### src/rtl/core/ght_pkg.sv
`timescale 1ns / 1ps
`default_nettype none
// ----------------------------------------------------------------------------
// Generational handle table package
// Widths, codes and the transaction types shared by the handle table files.
// ----------------------------------------------------------------------------
package ght_pkg;

    localparam int MAX_ENTITIES = 1024;
    localparam int NUM_TYPES    = 16;
    localparam int ID_W         = $clog2(MAX_ENTITIES);
    localparam int TYPE_W       = $clog2(NUM_TYPES);
    localparam int GEN_W        = 15;
    localparam int PAY_W        = 32;
    localparam int CNT_W        = ID_W + 1;
    localparam int DENSE_AW     = TYPE_W + ID_W;
    localparam logic [GEN_W-1:0] GEN_MAX = '1;

    typedef enum logic [2:0] {
        KIND_SPAWN   = 3'd0,
        KIND_DESPAWN = 3'd1,
        KIND_QUERY   = 3'd2,
        KIND_SLOT    = 3'd3,
        KIND_WRITE   = 3'd4
    } kind_t;

    typedef enum logic [1:0] {
        ST_OK     = 2'd0,
        ST_DEAD   = 2'd1,
        ST_FULL   = 2'd2,
        ST_RANGE  = 2'd3
    } status_t;

    typedef struct packed {
        logic [2:0]        kind;
        logic [TYPE_W-1:0] type_sel;
        logic [ID_W-1:0]   handle_id;
        logic [GEN_W-1:0]  handle_gen;
        logic [ID_W-1:0]   slot_sel;
        logic [PAY_W-1:0]  payload_in;
    } req_t;

    typedef struct packed {
        logic [1:0]        status;
        logic [ID_W-1:0]   out_id;
        logic [GEN_W-1:0]  out_gen;
        logic [TYPE_W-1:0] out_type;
        logic [ID_W-1:0]   out_slot;
        logic [PAY_W-1:0]  payload_out;
        logic [CNT_W-1:0]  type_count;
        logic              alive;
        logic              moved_valid;
        logic [ID_W-1:0]   moved_id;
    } rsp_t;

    // Step commands from the controller to the datapath.
    typedef struct packed {
        logic accept;
        logic rd0;
        logic rd1;
        logic rd2;
        logic commit;
    } cmd_t;

    typedef struct packed {
        logic kind_ok;
    } stat_t;

endpackage
`default_nettype wire

### src/rtl/core/ght_ctrl.sv
`timescale 1ns / 1ps
`default_nettype none
// ----------------------------------------------------------------------------
// Handle table controller
// Steps each operation through three read phases and a commit phase.
// ----------------------------------------------------------------------------
module ght_ctrl (
    input  wire logic          clk,
    input  wire logic          rst_n,
    input  wire logic          in_valid,
    output logic               in_ready,
    output logic               out_valid,
    input  wire logic          out_ready,
    input  wire ght_pkg::stat_t stat,
    output ght_pkg::cmd_t      cmd
);
    import ght_pkg::*;

    typedef enum logic [4:0] {
        S_IDLE   = 5'b00001,
        S_RD0    = 5'b00010,
        S_RD1    = 5'b00100,
        S_RD2    = 5'b01000,
        S_COMMIT = 5'b10000
    } state_t;

    state_t state_reg, state_next;
    logic   out_valid_reg, out_valid_next;
    logic   room;

    assign room      = !out_valid_reg || out_ready;
    assign in_ready  = (state_reg == S_IDLE);
    assign out_valid = out_valid_reg;

    always_comb
    begin
        state_next     = state_reg;
        out_valid_next = out_valid_reg && !out_ready;
        cmd            = '0;
        case (state_reg)
            S_IDLE:
            begin
                if (in_valid)
                begin
                    cmd.accept = 1'b1;
                    state_next = S_RD0;
                end
            end
            S_RD0:
            begin
                cmd.rd0    = 1'b1;
                state_next = S_RD1;
            end
            S_RD1:
            begin
                cmd.rd1    = 1'b1;
                state_next = S_RD2;
            end
            S_RD2:
            begin
                cmd.rd2    = 1'b1;
                state_next = S_COMMIT;
            end
            S_COMMIT:
            begin
                // Unknown kinds finish here without a result.
                if (!stat.kind_ok)
                begin
                    state_next = S_IDLE;
                end
                else if (room)
                begin
                    cmd.commit     = 1'b1;
                    out_valid_next = 1'b1;
                    state_next     = S_IDLE;
                end
            end
            default:
            begin
                state_next = S_IDLE;
            end
        endcase
    end

    always_ff @(posedge clk or negedge rst_n)
    begin
        if (!rst_n)
        begin
            state_reg     <= S_IDLE;
            out_valid_reg <= 1'b0;
        end
        else
        begin
            state_reg     <= state_next;
            out_valid_reg <= out_valid_next;
        end
    end

    a_onehot: assert property (@(posedge clk) disable iff (!rst_n) $onehot(state_reg))
        else $error("controller state is not one-hot");
    a_accept_seq: assert property (@(posedge clk) disable iff (!rst_n)
        cmd.accept |=> (state_reg == S_RD0))
        else $error("accepted transaction did not start the read phases");
    a_no_overwrite: assert property (@(posedge clk) disable iff (!rst_n)
        (out_valid_reg && !out_ready) |=> out_valid_reg)
        else $error("pending response dropped");
    a_commit_valid: assert property (@(posedge clk) disable iff (!rst_n)
        cmd.commit |=> out_valid_reg)
        else $error("committed result not presented");
endmodule
`default_nettype wire

### config.mk
export PLATFORM = sky130hd
export DESIGN_NAME = ght_ctrl
export DESIGN_NICKNAME = d
export VERILOG_FILES = /design/src/rtl/core/ght_pkg.sv /design/src/rtl/core/ght_ctrl.sv
export SDC_FILE = /design/constraint.sdc
export NUM_CORES = 1
export LEC_CHECK = 0
export BUFFER_PORTS_ARGS = -buffer_cell sky130_fd_sc_hd__clkbuf_2
export CAP_MARGIN = 20
export CORE_AREA = 4 4 41 43
export CTS_BUF_LIST = sky130_fd_sc_hd__clkbuf_4 sky130_fd_sc_hd__clkbuf_8
export CTS_CLUSTER_SIZE = 14
export DETAILED_ROUTE_END_ITERATION = 12
export DIE_AREA = 0 0 45 47
export PLACE_DENSITY = 0.53
export SLEW_MARGIN = 20
export SYNTH_ARGS = -nofsm -noshare
export SYNTH_HDL_FRONTEND = slang
export SYNTH_SLANG_ARGS = --single-unit
### constraint.sdc
create_clock -name clk -period 1.7 [get_ports clk]
set_clock_uncertainty 0.15 [all_clocks]
set_input_delay 0.255 -clock clk [delete_from_list [all_inputs] [get_ports clk]]
set_output_delay 0.255 -clock clk [all_outputs]
set_load 0.005 [all_outputs]
==> out/results.tsv <==
stage	metric	value	unit
power_and_ir_drop	max-vdd-ir-drop	1030	uV
clocking	clockBufferDepth	2	
logic_synthesis	synth_area_leader_cell	sky130_fd_sc_hd__dfrtp_1	
layout	post-route-util	0.429	
sta	postLayoutSetupSlackWorst	-222	ps
sta	fin_crit	1920	ps
logic_synthesis	avgSynthCellArea	9.93	um2
global_route	grt_overflow_total	0	
die	die_area	2120	um2
sta	timing.final.hold_violations	0	
power_and_ir_drop	power_density	1670	nW/um2
layout	final_net_count	62	
logic_synthesis	netlist_instances	32	
placed_design	finalWeightedCongestion	0.708	
worst_setup_path	crit_chain	or3_4 -> or3_4 -> nor2b_2 -> buf_2	
worst_setup_path	critical_path_peak_fanout	2	
global_route	grt.met3_usage	0.0728	
sta	slew_headroom	0.751	
logic_synthesis	post_synth_xor_area_fraction	0.0276	
sta	fmax	520	MHz
global_route	global_route.peak_usage_layer	met2	
worst_setup_path	crit_top_cell	sky130_fd_sc_hd__or3_4	
global_route	gr-usage-met2	0.138	
route	drc_violation_count_after_routing	0	
logic_synthesis	synth.ff_latch_count	6	
layout	drive_above_1_share	0.679	
die	start_util	0.244	
logic_synthesis	yosys_warns	0	
die	dieHeight	47	um
global_route	grt_usage	0.0829	
placed_design	portBuffers	11	
worst_setup_path	ff2ff_setup_slack	80	ps
clocking	cts-buffers-inserted	3	
outcome	outcome	finished with violations	
logic_synthesis	count_of_different_cell_masters_after_synthesis	20	
route	antenna_left	0	
logic_synthesis	synthesis.area	318	um2
worst_setup_path	path_buf_inv	1	
worst_setup_path	worst_path_largest_cell_delay	370	ps
min_path	min-delay-path-class	in2reg	
logic_synthesis	synth_compound_area_frac	0.0748	
route	via_count_of_the_routed_design	310	
logic_synthesis	synthDominantCellAreaShare	0.394	
global_route	grt_antenna_before_repair	0	
die	die_width	45	um
global_route	grt_pass1_wl	1240	um
die	placement_rows	13	
clocking	cts_num_sinks	6	
clocking	clock_insertion_delay_worst_skew	240	ps
worst_setup_path	cp_slowest_cell	sky130_fd_sc_hd__dfrtp_1	
worst_setup_path	worst-endpoint-required	1290	ps
clocking	tritoncts	done	
sta	layout_worst_path_cycle_share	1.13	
route	drt_wl_total	741	um
logic_synthesis	synth.area.top_cells	sky130_fd_sc_hd__dfrtp_1, sky130_fd_sc_hd__dfstp_2, sky130_fd_sc_hd__or3_4	
worst_setup_path	worst-setup-path-type	reg2out	
sta	final-setup-viol-count	4	
layout	largest_register_ffs	5	
global_route	grt_pass1_vias	316	
clocking	clkSlewWorstSetupHoldPaths	40	ps
worst_setup_path	cp_arrival	1520	ps
worst_setup_path	startpoint_type	flop	
clocking	clock_tree.root_cell	sky130_fd_sc_hd__clkbuf_4	
global_route	grt.met1_usage	0.0839	
sta	rsz0062_at_grt	true	
sta	worst-slew-pin-transition	370	ps
logic_synthesis	post_synth_mux_area_share	0	
logic_synthesis	yosys.area_share.simple	0.386	
outcome	violations	negative setup slack	
route	vias_per_std_cell	4.37	
die	core_box_area	1300	um2
logic_synthesis	synth_fp_nets	37	
power_and_ir_drop	leakagePower	0.289	nW
flow_run	max_cap_violations	0	
placed_design	post-dp-hpwl	551	um
die	floorplan.io_pins	12	
global_route	grt_start_max_net_pins	8	
worst_setup_path	worst_setup_path_end_kind	primary output	
route	detailedRoute.firstPassIterationCount	1	
sta	timing_max_transition_violations_final	0	
logic_synthesis	dominant_combinational_cell_family_by_area_after_synthesis	simple AND/OR/NAND/NOR gates	
layout	antenna-diode-count	0	
layout	flow.area_growth_from_synthesis	75.6	%
route	routedWlPerCell	10.4	um
logic_synthesis	synth_seq_area_share	0.476	
sta	tns	-408	ps
clocking	htreeDepth	1	
logic_synthesis	synthAdderAreaFrac	0	
worst_setup_path	cpLargestDelayFamily	simple AND/OR/NAND/NOR gates	
route	drt_iter0_markers	0	
## cell families after synthesis
| family | count (synthesis) |
|---|---|
| flip-flops | 6 |
| AND/OR/NAND/NOR | 20 |
| AO/OA/AOI/OAI | 3 |
| buffers and inverters | 2 |
| XOR/XNOR | 1 |
## cell usage after synthesis (all sizes together)
cell type and n:
o211a 1, o32ai 1, nor4 1, nor3b 1
nor3 2, nor2b 1, or3 2, and3 2
dfrtp 5, or2 1, nand2 3, nand2b 1
buf 1, nor2 3, and2 2, nand3 1
dfstp 1, inv 1, xor2 1, o21ai 1
## final timing paths
| path | cells after the start | from | end |
|---|---|---|---|
| worst max-delay path | 4 | state_reg[1] | cmd[0] |
| worst min register to register | 2 | out_valid | out_valid |
| worst min-delay path | 2 | in_valid | state_reg[0] |
| worst max register to register | 4 | state_reg[1] | state_reg[0] |
| max in group asynchronous | 2 | rst_n | state_reg[0] |
| min in group asynchronous | 2 | rst_n | out_valid |
## layout by cell type (no fill, tap or decap), types with 2 or more instances in the layout
| cell | instances |
|---|---|
| sky130_fd_sc_hd__dfrtp_1 | 5 |
| sky130_fd_sc_hd__or3_4 | 2 |
| sky130_fd_sc_hd__nor2_4 | 2 |
| sky130_fd_sc_hd__clkbuf_2 | 6 |
| sky130_fd_sc_hd__clkbuf_4 | 4 |
| sky130_fd_sc_hd__nand2_1 | 3 |
| sky130_fd_sc_hd__buf_4 | 6 |
| sky130_fd_sc_hd__buf_2 | 3 |
| sky130_fd_sc_hd__buf_6 | 5 |
| sky130_fd_sc_hd__and3_2 | 2 |
## routing by layer
layer,up-vias,part of all wire
met3,0,0.076
li1,158,-
met1,144,0.40
met5,-,0
met4,0,0
met2,8,0.53
## report_power, final
group	switching [W]	leakage [nW]	internal (W)	total, W
clock	0.0000506	0.0184	0.000105	0.000155
sequential	0.0000254	0.0791	0.000188	0.000213
combinational	0.000225	0.191	0.000338	0.000563
total	0.000301	0.289	0.000631	0.000932
## through the flow
stage | std cells | hold slack, ps | instance area, um2 | power (W) | worst slack, ps
finish | 71 | 40.5 | 558 | 0.000932 | -222
global route | 71 | 31.9 | 558 | 0.00100 | -276
CTS | 67 | 29.8 | 477 | 0.000731 | -242
detailed placement | 62 | -60.8 | 422 | 0.000549 | -22.9
global placement | 62 | -61.1 | 422 | 0.000545 | -15.4
floorplan | 32 | -191 | 318 | 0.000405 | 15.6
## what timing repair did
item,4_1_cts,5_1_grt
gates resized for setup,4,16
gates cloned,0,0
hold buffers,1,0
endpoints found under the setup margin,3,7
buffers inserted,0,5
pin swaps,1,4
hold endpoints to repair,6,0
## area by class of cell
class                   count  area (um2)
fillers                   141         743
clock buffers               4        30.0
inverters                   1        3.75
multi-input cells          24         198
well taps                  15        18.8
repair buffers             21         156
flip-flops and latches      6         151
Note: power is estimated with default switching activity, not from simulation.
